## config.mk

```make
export PLATFORM = sky130hd
export DESIGN_NAME = adsr_envelope_generator_flat
export DESIGN_NICKNAME = d
export VERILOG_FILES = /design/src/hdl/adsr_pkg.sv /design/src/hdl/adsr_if.sv /design/src/hdl/adsr_ramp_unit.sv /design/src/hdl/adsr_envelope_generator.sv /design/src/flat_wrapper.sv
export SDC_FILE = /design/constraint.sdc
export NUM_CORES = 1
export LEC_CHECK = 0
export ABC_AREA = 1
export BUFFER_PORTS_ARGS = -buffer_cell sky130_fd_sc_hd__buf_2
export CAP_MARGIN = 10
export CORE_MARGIN = 1.5
export CORE_UTILIZATION = 65
export DETAILED_ROUTE_END_ITERATION = 7
export PLACE_DENSITY = 0.83
export SETUP_SLACK_MARGIN = 0.4
export SYNTH_ARGS = -nofsm -noshare
export SYNTH_HDL_FRONTEND = slang
export SYNTH_HIERARCHICAL = 1
export SYNTH_SLANG_ARGS = --single-unit
```

## constraint.sdc

```tcl
create_clock -name clk -period 14.1 [get_ports clk]
set_input_delay 0 -clock clk [delete_from_list [all_inputs] [get_ports clk]]
set_output_delay 0 -clock clk [all_outputs]
set_load 0.005 [all_outputs]
```

## src/hdl/adsr_pkg.sv

```systemverilog
// shared constants, phase and action codes and ramp unit handshake types
// for the adsr envelope generator; depends on nothing
`timescale 1ns / 1ps
`default_nettype none

package adsr_pkg;

  localparam int LEVEL_BITS    = 16;
  localparam int TIME_BITS     = 16;
  localparam int FRAC_BITS     = 16;
  localparam int ACC_BITS      = LEVEL_BITS + FRAC_BITS;
  localparam int PROD_BITS     = LEVEL_BITS + TIME_BITS;
  localparam int DIV_BITS      = TIME_BITS + ACC_BITS;
  localparam int MAX_STEPS     = (ACC_BITS > TIME_BITS) ? ACC_BITS : TIME_BITS;
  localparam int CNT_BITS      = $clog2(MAX_STEPS);
  localparam int PHASE_BITS    = 3;
  localparam int ACT_BITS      = 2;
  localparam int CFG_IDX_BITS  = 3;
  localparam int CFG_DATA_BITS = 32;

  localparam logic [PHASE_BITS-1:0] PH_INACTIVE = 3'd0;
  localparam logic [PHASE_BITS-1:0] PH_ATTACK   = 3'd1;
  localparam logic [PHASE_BITS-1:0] PH_DECAY    = 3'd2;
  localparam logic [PHASE_BITS-1:0] PH_SUSTAIN  = 3'd3;
  localparam logic [PHASE_BITS-1:0] PH_RELEASE  = 3'd4;

  localparam logic [ACT_BITS-1:0] ACT_TICK = 2'd0;
  localparam logic [ACT_BITS-1:0] ACT_ON   = 2'd1;
  localparam logic [ACT_BITS-1:0] ACT_OFF  = 2'd2;

  localparam logic [CFG_IDX_BITS-1:0] REG_PEAK    = 3'd0;
  localparam logic [CFG_IDX_BITS-1:0] REG_SUSTAIN = 3'd1;
  localparam logic [CFG_IDX_BITS-1:0] REG_ATTACK  = 3'd2;
  localparam logic [CFG_IDX_BITS-1:0] REG_DECAY   = 3'd3;
  localparam logic [CFG_IDX_BITS-1:0] REG_RELEASE = 3'd4;
  localparam logic [CFG_IDX_BITS-1:0] REG_SUS_EN  = 3'd5;

  typedef struct packed {
    logic                  start;
    logic [LEVEL_BITS-1:0] span;
    logic [TIME_BITS-1:0]  dt;
    logic [TIME_BITS-1:0]  dur;
  } ramp_req_t;

  typedef struct packed {
    logic                done;
    logic [ACC_BITS-1:0] step;
  } ramp_rsp_t;

endpackage

`default_nettype wire

```

## src/hdl/adsr_if.sv

```systemverilog
// valid/ready channel interfaces for the input, result and configuration
// ports of the adsr envelope generator; depends on adsr_pkg
`timescale 1ns / 1ps
`default_nettype none

interface adsr_in_if import adsr_pkg::*; ();
  logic                 valid;
  logic                 ready;
  logic [ACT_BITS-1:0]  action;
  logic [TIME_BITS-1:0] elapsed;

  modport source (output valid, output action, output elapsed, input ready);
  modport sink   (input valid, input action, input elapsed, output ready);
endinterface

interface adsr_out_if import adsr_pkg::*; ();
  logic                  valid;
  logic                  ready;
  logic [LEVEL_BITS-1:0] amplitude;
  logic [PHASE_BITS-1:0] phase;

  modport source (output valid, output amplitude, output phase, input ready);
  modport sink   (input valid, input amplitude, input phase, output ready);
endinterface

interface adsr_cfg_if import adsr_pkg::*; ();
  logic                     valid;
  logic                     ready;
  logic [CFG_IDX_BITS-1:0]  index;
  logic [CFG_DATA_BITS-1:0] data;

  modport source (output valid, output index, output data, input ready);
  modport sink   (input valid, input index, input data, output ready);
endinterface

`default_nettype wire

```

## src/hdl/adsr_ramp_unit.sv

```systemverilog
// serial ramp step unit: step = (span * dt << FRAC_BITS) / dur, saturated
// shift-add multiply one bit per cycle, then restoring divide; uses adsr_pkg
`timescale 1ns / 1ps
`default_nettype none

module adsr_ramp_unit import adsr_pkg::*; (
  input  wire logic      clk,
  input  wire logic      rst_n,
  input  wire ramp_req_t req,
  output ramp_rsp_t      rsp
);

  localparam logic [1:0] U_IDLE = 2'd0;
  localparam logic [1:0] U_MUL  = 2'd1;
  localparam logic [1:0] U_CHK  = 2'd2;
  localparam logic [1:0] U_DIV  = 2'd3;

  logic [1:0]            ust_r, ust_nxt;
  logic [CNT_BITS-1:0]   cnt_r, cnt_nxt;
  logic                  done_r, done_nxt;
  logic                  sat_r, sat_nxt;
  logic [LEVEL_BITS-1:0] span_r, span_nxt;
  logic [TIME_BITS-1:0]  dur_r, dur_nxt;
  logic [PROD_BITS:0]    mul_r, mul_nxt;
  logic [DIV_BITS-1:0]   div_r, div_nxt;

  logic [LEVEL_BITS:0]   mul_sum;
  logic [PROD_BITS-1:0]  prod;
  logic [TIME_BITS:0]    trial;
  logic                  trial_ge;
  logic [TIME_BITS:0]    trial_diff;
  logic [TIME_BITS-1:0]  rem;

  // one multiplier bit per cycle, lsb first
  assign mul_sum = mul_r[PROD_BITS:TIME_BITS]
                 + (mul_r[0] ? {1'b0, span_r} : {(LEVEL_BITS+1){1'b0}});
  assign prod    = mul_r[PROD_BITS-1:0];

  // one quotient bit per cycle, msb first
  assign trial      = div_r[DIV_BITS-1:ACC_BITS-1];
  assign trial_ge   = trial >= {1'b0, dur_r};
  assign trial_diff = trial - {1'b0, dur_r};
  assign rem        = trial_ge ? trial_diff[TIME_BITS-1:0] : trial[TIME_BITS-1:0];

  always_comb begin
    ust_nxt  = ust_r;
    cnt_nxt  = cnt_r;
    done_nxt = 1'b0;
    sat_nxt  = sat_r;
    span_nxt = span_r;
    dur_nxt  = dur_r;
    mul_nxt  = mul_r;
    div_nxt  = div_r;
    case (ust_r)
      U_IDLE: begin
        if (req.start) begin
          span_nxt = req.span;
          dur_nxt  = req.dur;
          mul_nxt  = {{(LEVEL_BITS+1){1'b0}}, req.dt};
          sat_nxt  = 1'b0;
          cnt_nxt  = CNT_BITS'(TIME_BITS - 1);
          ust_nxt  = U_MUL;
        end
      end
      U_MUL: begin
        mul_nxt = {1'b0, mul_sum, mul_r[TIME_BITS-1:1]};
        if (cnt_r == '0) begin
          ust_nxt = U_CHK;
        end else begin
          cnt_nxt = cnt_r - 1'b1;
        end
      end
      U_CHK: begin
        // quotient overflows the accumulator exactly when prod >= dur << LEVEL_BITS
        div_nxt = {prod, {FRAC_BITS{1'b0}}};
        cnt_nxt = CNT_BITS'(ACC_BITS - 1);
        if (prod[PROD_BITS-1:LEVEL_BITS] >= dur_r) begin
          sat_nxt  = 1'b1;
          done_nxt = 1'b1;
          ust_nxt  = U_IDLE;
        end else begin
          ust_nxt = U_DIV;
        end
      end
      U_DIV: begin
        div_nxt = {rem, div_r[ACC_BITS-2:0], trial_ge};
        if (cnt_r == '0) begin
          done_nxt = 1'b1;
          ust_nxt  = U_IDLE;
        end else begin
          cnt_nxt = cnt_r - 1'b1;
        end
      end
      default: ust_nxt = U_IDLE;
    endcase
  end

  always_ff @(posedge clk) begin
    if (!rst_n) begin
      ust_r  <= U_IDLE;
      cnt_r  <= '0;
      done_r <= 1'b0;
      sat_r  <= 1'b0;
    end else begin
      ust_r  <= ust_nxt;
      cnt_r  <= cnt_nxt;
      done_r <= done_nxt;
      sat_r  <= sat_nxt;
    end
  end

  always_ff @(posedge clk) begin
    span_r <= span_nxt;
    dur_r  <= dur_nxt;
    mul_r  <= mul_nxt;
    div_r  <= div_nxt;
  end

  assign rsp.done = done_r;
  assign rsp.step = sat_r ? {ACC_BITS{1'b1}} : div_r[ACC_BITS-1:0];

endmodule

`default_nettype wire

```

## src/hdl/adsr_envelope_generator.sv

```systemverilog
// top level of the linear adsr envelope generator: config registers, phase
// control and result register; uses adsr_pkg, adsr_if and adsr_ramp_unit
`timescale 1ns / 1ps
`default_nettype none

// Linear ADSR envelope with a Q16.16 accumulator. Each input item is a tick
// carrying elapsed time, a gate-on or a gate-off, and each one returns exactly
// one result item holding the integer part of the level and the phase after
// the update. Gate actions, ticks in inactive or sustain, ticks with a zero
// phase time and unknown actions pass only through the done state, which
// waits for a free result register, before the next item can be accepted.
// A ramping tick runs through the serial step unit, a one-bit-per-cycle
// multiply followed by a saturation check and a restoring divide; a step
// that saturates skips the divide. The result sits in an output register, so
// the next item is accepted while it waits. Configuration writes are ready
// only while the block is idle and take effect at the accepting edge.
module adsr_envelope_generator import adsr_pkg::*; (
  input  wire logic  clk,
  input  wire logic  rst_n,
  adsr_in_if.sink    in_chan,
  adsr_out_if.source out_chan,
  adsr_cfg_if.sink   cfg_chan
);

  // control states
  localparam logic [1:0] ST_IDLE = 2'd0;
  localparam logic [1:0] ST_CALC = 2'd1;
  localparam logic [1:0] ST_DONE = 2'd2;

  logic [1:0]            st_r, st_nxt;
  logic [ACC_BITS-1:0]   acc_r, acc_nxt;
  logic [PHASE_BITS-1:0] phase_r, phase_nxt;
  logic                  gate_r, gate_nxt;

  // configuration registers
  logic [LEVEL_BITS-1:0] peak_r, peak_nxt;
  logic [LEVEL_BITS-1:0] sus_r, sus_nxt;
  logic [TIME_BITS-1:0]  att_dur_r, att_dur_nxt;
  logic [TIME_BITS-1:0]  dec_dur_r, dec_dur_nxt;
  logic [TIME_BITS-1:0]  rel_dur_r, rel_dur_nxt;
  logic                  sus_en_r, sus_en_nxt;

  // result register
  logic                  out_valid_r, out_valid_nxt;
  logic [LEVEL_BITS-1:0] out_amp_r, out_amp_nxt;
  logic [PHASE_BITS-1:0] out_phase_r, out_phase_nxt;

  ramp_req_t             ramp_req;
  ramp_rsp_t             ramp_rsp;

  logic                  in_fire;
  logic                  out_free;
  logic [LEVEL_BITS-1:0] span_dec;
  logic [LEVEL_BITS-1:0] sel_span;
  logic [TIME_BITS-1:0]  sel_dur;
  logic                  dur_zero;
  logic                  ramp_phase;
  logic [ACC_BITS-1:0]   peak_f;
  logic [ACC_BITS-1:0]   sus_f;
  logic [ACC_BITS:0]     acc_sum;
  logic [ACC_BITS-1:0]   acc_down;
  logic [ACC_BITS-1:0]   upd_acc;
  logic [PHASE_BITS-1:0] upd_phase;

  assign in_fire  = in_chan.valid && in_chan.ready;
  assign out_free = !out_valid_r || out_chan.ready;

  assign in_chan.ready   = (st_r == ST_IDLE);
  assign cfg_chan.ready  = (st_r == ST_IDLE);
  assign out_chan.valid     = out_valid_r;
  assign out_chan.amplitude = out_amp_r;
  assign out_chan.phase     = out_phase_r;

  assign peak_f = {peak_r, {FRAC_BITS{1'b0}}};
  assign sus_f  = {sus_r, {FRAC_BITS{1'b0}}};

  // peak below sustain gives a flat decay
  assign span_dec = (peak_r > sus_r) ? (peak_r - sus_r) : {LEVEL_BITS{1'b0}};

  // slope span and phase time for the current phase
  always_comb begin
    case (phase_r)
      PH_ATTACK: begin
        sel_span = peak_r;
        sel_dur  = att_dur_r;
      end
      PH_DECAY: begin
        sel_span = span_dec;
        sel_dur  = dec_dur_r;
      end
      default: begin
        sel_span = sus_r;
        sel_dur  = rel_dur_r;
      end
    endcase
  end

  assign dur_zero   = (sel_dur == '0);
  assign ramp_phase = (phase_r == PH_ATTACK) || (phase_r == PH_DECAY) ||
                      (phase_r == PH_RELEASE);

  assign ramp_req.span = sel_span;
  assign ramp_req.dt   = in_chan.elapsed;
  assign ramp_req.dur  = sel_dur;
  assign ramp_req.start = (st_r == ST_IDLE) && in_fire && (in_chan.action == ACT_TICK) &&
                          ramp_phase && !dur_zero;

  adsr_ramp_unit u_ramp (
    .clk   (clk),
    .rst_n (rst_n),
    .req   (ramp_req),
    .rsp   (ramp_rsp)
  );

  // up ramp saturates at the accumulator top, down ramps floor at zero
  assign acc_sum  = {1'b0, acc_r} + {1'b0, ramp_rsp.step};
  assign acc_down = (acc_r > ramp_rsp.step) ? (acc_r - ramp_rsp.step) : {ACC_BITS{1'b0}};

  // tick update of level and phase; a zero phase time jumps to the target
  always_comb begin
    upd_acc   = acc_r;
    upd_phase = phase_r;
    case (phase_r)
      PH_ATTACK: begin
        if (dur_zero) begin
          upd_acc = peak_f;
        end else if (acc_sum[ACC_BITS]) begin
          upd_acc = {ACC_BITS{1'b1}};
        end else begin
          upd_acc = acc_sum[ACC_BITS-1:0];
        end
        if (upd_acc >= peak_f) begin
          upd_acc   = peak_f;
          upd_phase = PH_DECAY;
        end
      end
      PH_DECAY: begin
        upd_acc = dur_zero ? sus_f : acc_down;
        if (upd_acc <= sus_f) begin
          upd_acc   = sus_f;
          upd_phase = sus_en_r ? PH_SUSTAIN : PH_RELEASE;
        end
      end
      PH_SUSTAIN: begin
        if (!gate_r) begin
          upd_phase = PH_RELEASE;
        end
      end
      PH_RELEASE: begin
        upd_acc = dur_zero ? {ACC_BITS{1'b0}} : acc_down;
        if (upd_acc == '0) begin
          upd_phase = PH_INACTIVE;
        end
      end
      default: begin
        upd_acc   = acc_r;
        upd_phase = phase_r;
      end
    endcase
  end

  // item control
  always_comb begin
    st_nxt        = st_r;
    acc_nxt       = acc_r;
    phase_nxt     = phase_r;
    gate_nxt      = gate_r;
    out_valid_nxt = out_valid_r;
    out_amp_nxt   = out_amp_r;
    out_phase_nxt = out_phase_r;

    if (out_valid_r && out_chan.ready) begin
      out_valid_nxt = 1'b0;
    end

    case (st_r)
      ST_IDLE: begin
        if (in_fire) begin
          st_nxt = ST_DONE;
          case (in_chan.action)
            ACT_ON: begin
              gate_nxt  = 1'b1;
              phase_nxt = PH_ATTACK;
            end
            ACT_OFF: begin
              gate_nxt  = 1'b0;
              phase_nxt = PH_RELEASE;
            end
            ACT_TICK: begin
              if (ramp_phase && !dur_zero) begin
                st_nxt = ST_CALC;
              end else begin
                acc_nxt   = upd_acc;
                phase_nxt = upd_phase;
              end
            end
            default: begin
              // unknown action: report the current state unchanged
              st_nxt = ST_DONE;
            end
          endcase
        end
      end
      ST_CALC: begin
        if (ramp_rsp.done) begin
          acc_nxt   = upd_acc;
          phase_nxt = upd_phase;
          st_nxt    = ST_DONE;
        end
      end
      ST_DONE: begin
        if (out_free) begin
          out_valid_nxt = 1'b1;
          out_amp_nxt   = acc_r[ACC_BITS-1:FRAC_BITS];
          out_phase_nxt = phase_r;
          st_nxt        = ST_IDLE;
        end
      end
      default: st_nxt = ST_IDLE;
    endcase
  end

  // configuration writes, indexes past the list are dropped
  always_comb begin
    peak_nxt    = peak_r;
    sus_nxt     = sus_r;
    att_dur_nxt = att_dur_r;
    dec_dur_nxt = dec_dur_r;
    rel_dur_nxt = rel_dur_r;
    sus_en_nxt  = sus_en_r;
    if (cfg_chan.valid && cfg_chan.ready) begin
      case (cfg_chan.index)
        REG_PEAK:    peak_nxt    = cfg_chan.data[LEVEL_BITS-1:0];
        REG_SUSTAIN: sus_nxt     = cfg_chan.data[LEVEL_BITS-1:0];
        REG_ATTACK:  att_dur_nxt = cfg_chan.data[TIME_BITS-1:0];
        REG_DECAY:   dec_dur_nxt = cfg_chan.data[TIME_BITS-1:0];
        REG_RELEASE: rel_dur_nxt = cfg_chan.data[TIME_BITS-1:0];
        REG_SUS_EN:  sus_en_nxt  = cfg_chan.data[0];
        default:     sus_en_nxt  = sus_en_r;
      endcase
    end
  end

  always_ff @(posedge clk) begin
    if (!rst_n) begin
      st_r        <= ST_IDLE;
      acc_r       <= '0;
      phase_r     <= PH_INACTIVE;
      gate_r      <= 1'b0;
      peak_r      <= '0;
      sus_r       <= '0;
      att_dur_r   <= '0;
      dec_dur_r   <= '0;
      rel_dur_r   <= '0;
      sus_en_r    <= 1'b0;
      out_valid_r <= 1'b0;
    end else begin
      st_r        <= st_nxt;
      acc_r       <= acc_nxt;
      phase_r     <= phase_nxt;
      gate_r      <= gate_nxt;
      peak_r      <= peak_nxt;
      sus_r       <= sus_nxt;
      att_dur_r   <= att_dur_nxt;
      dec_dur_r   <= dec_dur_nxt;
      rel_dur_r   <= rel_dur_nxt;
      sus_en_r    <= sus_en_nxt;
      out_valid_r <= out_valid_nxt;
    end
  end

  always_ff @(posedge clk) begin
    out_amp_r   <= out_amp_nxt;
    out_phase_r <= out_phase_nxt;
  end

endmodule

`default_nettype wire
```

## src/flat_wrapper.sv

```systemverilog
// flat-port wrapper written by rule: the top's interface ports become plain ports
module adsr_envelope_generator_flat import adsr_pkg::*;
  (clk, rst_n, in_chan_valid, in_chan_action, in_chan_elapsed, in_chan_ready, out_chan_valid, out_chan_amplitude, out_chan_phase, out_chan_ready, cfg_chan_valid, cfg_chan_index, cfg_chan_data, cfg_chan_ready);
  adsr_in_if in_chan_i ();
  adsr_out_if out_chan_i ();
  adsr_cfg_if cfg_chan_i ();
  input  wire logic clk;
  input  wire logic rst_n;
  input wire logic [$bits(in_chan_i.valid)-1:0] in_chan_valid;
  input wire logic [$bits(in_chan_i.action)-1:0] in_chan_action;
  input wire logic [$bits(in_chan_i.elapsed)-1:0] in_chan_elapsed;
  output wire logic [$bits(in_chan_i.ready)-1:0] in_chan_ready;
  output wire logic [$bits(out_chan_i.valid)-1:0] out_chan_valid;
  output wire logic [$bits(out_chan_i.amplitude)-1:0] out_chan_amplitude;
  output wire logic [$bits(out_chan_i.phase)-1:0] out_chan_phase;
  input wire logic [$bits(out_chan_i.ready)-1:0] out_chan_ready;
  input wire logic [$bits(cfg_chan_i.valid)-1:0] cfg_chan_valid;
  input wire logic [$bits(cfg_chan_i.index)-1:0] cfg_chan_index;
  input wire logic [$bits(cfg_chan_i.data)-1:0] cfg_chan_data;
  output wire logic [$bits(cfg_chan_i.ready)-1:0] cfg_chan_ready;
  assign in_chan_i.valid = in_chan_valid;
  assign in_chan_i.action = in_chan_action;
  assign in_chan_i.elapsed = in_chan_elapsed;
  assign in_chan_ready = in_chan_i.ready;
  assign out_chan_valid = out_chan_i.valid;
  assign out_chan_amplitude = out_chan_i.amplitude;
  assign out_chan_phase = out_chan_i.phase;
  assign out_chan_i.ready = out_chan_ready;
  assign cfg_chan_i.valid = cfg_chan_valid;
  assign cfg_chan_i.index = cfg_chan_index;
  assign cfg_chan_i.data = cfg_chan_data;
  assign cfg_chan_ready = cfg_chan_i.ready;
  adsr_envelope_generator u_core (.clk(clk), .rst_n(rst_n), .in_chan(in_chan_i), .out_chan(out_chan_i), .cfg_chan(cfg_chan_i));
endmodule
```

==> out/qor.yml <==
status:
  outcome: "finished clean"
routing:
  antenna_left: 0
  vias: 21682
  wl_mm: 68.51
  drc: 0
  dr.pass1.iters: 7
  routedWlPerCell_um: 18.95
  drt-initial-drc-count: 2483
  via_per_inst: 5.998
final_layout:
  design_area_um2: 22590
  area_delta_synth_final_pct: 8.872
  diodes: 0
  ff_latch_area_um2: 6518
  nNetsFinal: 3416
  multi_input_area_um2: 11690
  final.fill_count: 2559
  layoutNonFillerInstCount: 3615
  final_layout_size_suffix_gt1_frac: 0.05789
clocking:
  post_cts_buffers: 0
  cts.clk_slew.worst_paths_ps: 60
  cts_buffers: 29
  htree_levels: 1
  cts_tree: "yes"
  cts_root_buf: "clkbuf_16"
  ctsResizeCount: 0
  insertion_delay_ps: 600
  cts-hold-fix-buffers: 42
  numClockSinks: 260
  cts_buffer_depth: 3
worst_setup_path:
  crit_slowest_cell: "nor2_2"
  crit_type: "reg2reg"
  end_kind: "flop"
  cp_max_fo: 36
  slowest_delay_ps: 680
  start_kind: "flop"
  worstPathArrival_ps: 8130
  crit_required_ps: 14640
  reg2reg_slack_ps: 6520
die:
  die_h_um: 181.7
  die_x_um: 181.7
  core_area_um2: 31470
  io_pins: 80
  initial_utilization: 0.6592
  dieArea_um2: 33000
  rows: 65
yosys:
  ys_seq_elements: 260
  synth.distinct_cells: 59
  yosysSeqAreaShare: 0.3141
  syn_area_um2: 20750
  synth-main-ff-cell: "edfxtp_1"
  synth_edf_count: 131
  synth_top_area_cell: "edfxtp_1"
  yosys_warnings: 6
  synth-async-reset-ratio: 0
  synthCells: 3142
  syn-num-nets: 3368
  avgSynthCellArea_um2: 6.603
  ys_top_cells_by_area: "edfxtp_1 19%, nand2_1 14%, dfxtp_1 12%"
  yosysTopAreaCellShare: 0.1896
sta:
  drv_slew: 0
  relSlewSlack: 0.1459
  fin_crit_sh: 0.5379
  setup_viol: 0
  hold_violations: 0
  rsz0062_at_grt: "false"
  tightestPinTransition_ps: 1280
  fmax_mhz: 131.9
  final.min_clock_period_ps: 7584
  tns_ps: 0
  finClkSkew_ps: 38.76
global_route:
  grt_max_degree: 90
  track_usage: 0.4109
  grt_overflow: 0
  antenna_found_initial: 1
  grt_pass1_vias: 20396
  grt_pass1_wl_mm: 107.4
pwr:
  leakage_nw: 11.70
  ir_drop_uv: 164.7
  p_per_area_nw_per_um2: 98.04
placement:
  placed_area_um2: 21180
  io_buffers: 63
  dp.final_hpwl_mm: 49.76
  place_inst: 3519
  place.gp.congestion: 1.021
worst_hold_path:
  min-delay-path-class: "in2reg"
job:
  cap_violations: 0
-- kinds of logic (layout without fill, tap and decap cells) --
logic type      after synthesis  count (layout)  share of synthesized area
buf+inv                     652             723                     0.1234
xor+xnor                     32              32                    0.01351
compound gates              583             583                     0.1540
flops                       260             260                     0.3141
fa+ha+maj                   168             168                     0.1031
simple gates               1447            1447                     0.2918
-- layer usage --
metal  track usage  vias up  wire (um)
li1              -    10217          -
met1        0.5500    10002      27940
met2        0.6572     1220      29890
met3       0.08283      243       7860
met4        0.1543        0       2823
met5             0        -          0
-- synth_stat cells, drive strengths merged (12+ instances only) --
cell type and number:
nor3 36, nand4 27, a21oi 228, ha 163
inv 550, nor2 352, edfxtp 131, nand3 190
o221ai 15, buf 43, o211ai 15, o21bai 12
nand2 809, nand3b 14, xor2 23, o21ai 261
dfxtp 129, clkbuf 58
-- worst max-delay path: cells and delay by family, from the launching register on --
| kind | cells | cell delay, ps |
|---|---|---|
| flops | 1 | 400 |
| fa+ha+maj | 2 | 820 |
| simple gates | 8 | 2150 |
| buf+inv | 6 | 810 |
| compound gates | 11 | 3360 |
-- power by group --
group / total (mW) / internal (mW) / switching (mW)
sequential: 0.840 / 0.819 / 0.0208
clock: 0.794 / 0.464 / 0.331
combinational: 0.581 / 0.173 / 0.407
-- metrics by stage --
step / setup WS, ps / hold WS [ps] / utilization / power, mW
after detailed placement: 6809 / 275.2 / 0.6730 / 1.395
after global placement: 6952 / 272.1 / 0.6730 / 1.381
after floorplan: 9286 / 124.4 / - / 1.253
after global routing: 6209 / 172.2 / 0.7176 / 2.295
final: 6516 / 135.9 / 0.7176 / 2.215
after CTS: 6788 / 108.4 / 0.7175 / 2.192
-- worst paths after layout --
kind                                           start              endpoint  cells after the start
worst max-delay path             u_core/u_ramp/sat_r      u_core/acc_r[12]                     27
worst max register to register   u_core/u_ramp/sat_r      u_core/acc_r[12]                     27
worst min-delay path                           rst_n   u_core/rel_dur_r[9]                      4
worst min register to register  u_core/dec_dur_r[14]  u_core/dec_dur_r[14]                      2
-- flip-flops by register name (all words and copies together), names as in the netlist, 2 cells and up --
register / cells
u_core/u_ramp/ust_r: 2
u_core/att_dur_r: 16
u_core/rel_dur_r: 16
u_core/u_ramp/div_r: 48
u_core/u_ramp/span_r: 16
u_core/phase_r: 3
u_core/out_chan.amplitude: 16
u_core/acc_r: 32
u_core/u_ramp/mul_r: 32
u_core/u_ramp/cnt_r: 5
u_core/peak_r: 16
u_core/out_chan.phase: 3
u_core/st_r: 2
u_core/sus_r: 16
u_core/u_ramp/dur_r: 16
u_core/dec_dur_r: 16
-- cell usage in the layout (no fill, tap or decap), drive strengths merged, types with 3 or more instances in the layout --
master / count
a211oi: 5
a21boi: 6
a21o: 9
a21oi: 228
a221oi: 4
a22oi: 3
a31oi: 6
and2: 6
buf: 76
bufinv: 4
clkbuf: 37
clkinv: 7
clkinvlp: 3
dfxtp: 129
dlygate4sd3: 42
edfxtp: 131
fa: 5
ha: 163
inv: 554
nand2: 809
nand3: 190
nand3b: 14
nand4: 27
nor2: 352
nor3: 36
nor4: 5
o211ai: 15
o21a: 6
o21ai: 261
o21bai: 12
o221ai: 15
o22ai: 7
or2: 5
xnor2: 9
xor2: 23
-- layout make-up --
class                           instances  share of cell area
Sequential cell                       260              0.2886
Multi-Input combinational cell       2230              0.5173
Tap cell                              402             0.02227
Inverter                              551             0.09157
Timing Repair Buffer                  118             0.03689
Clock buffer                           37             0.03435
Clock inverter                         17            0.009029
No activity file was read; power rests on OpenSTA's default activity.
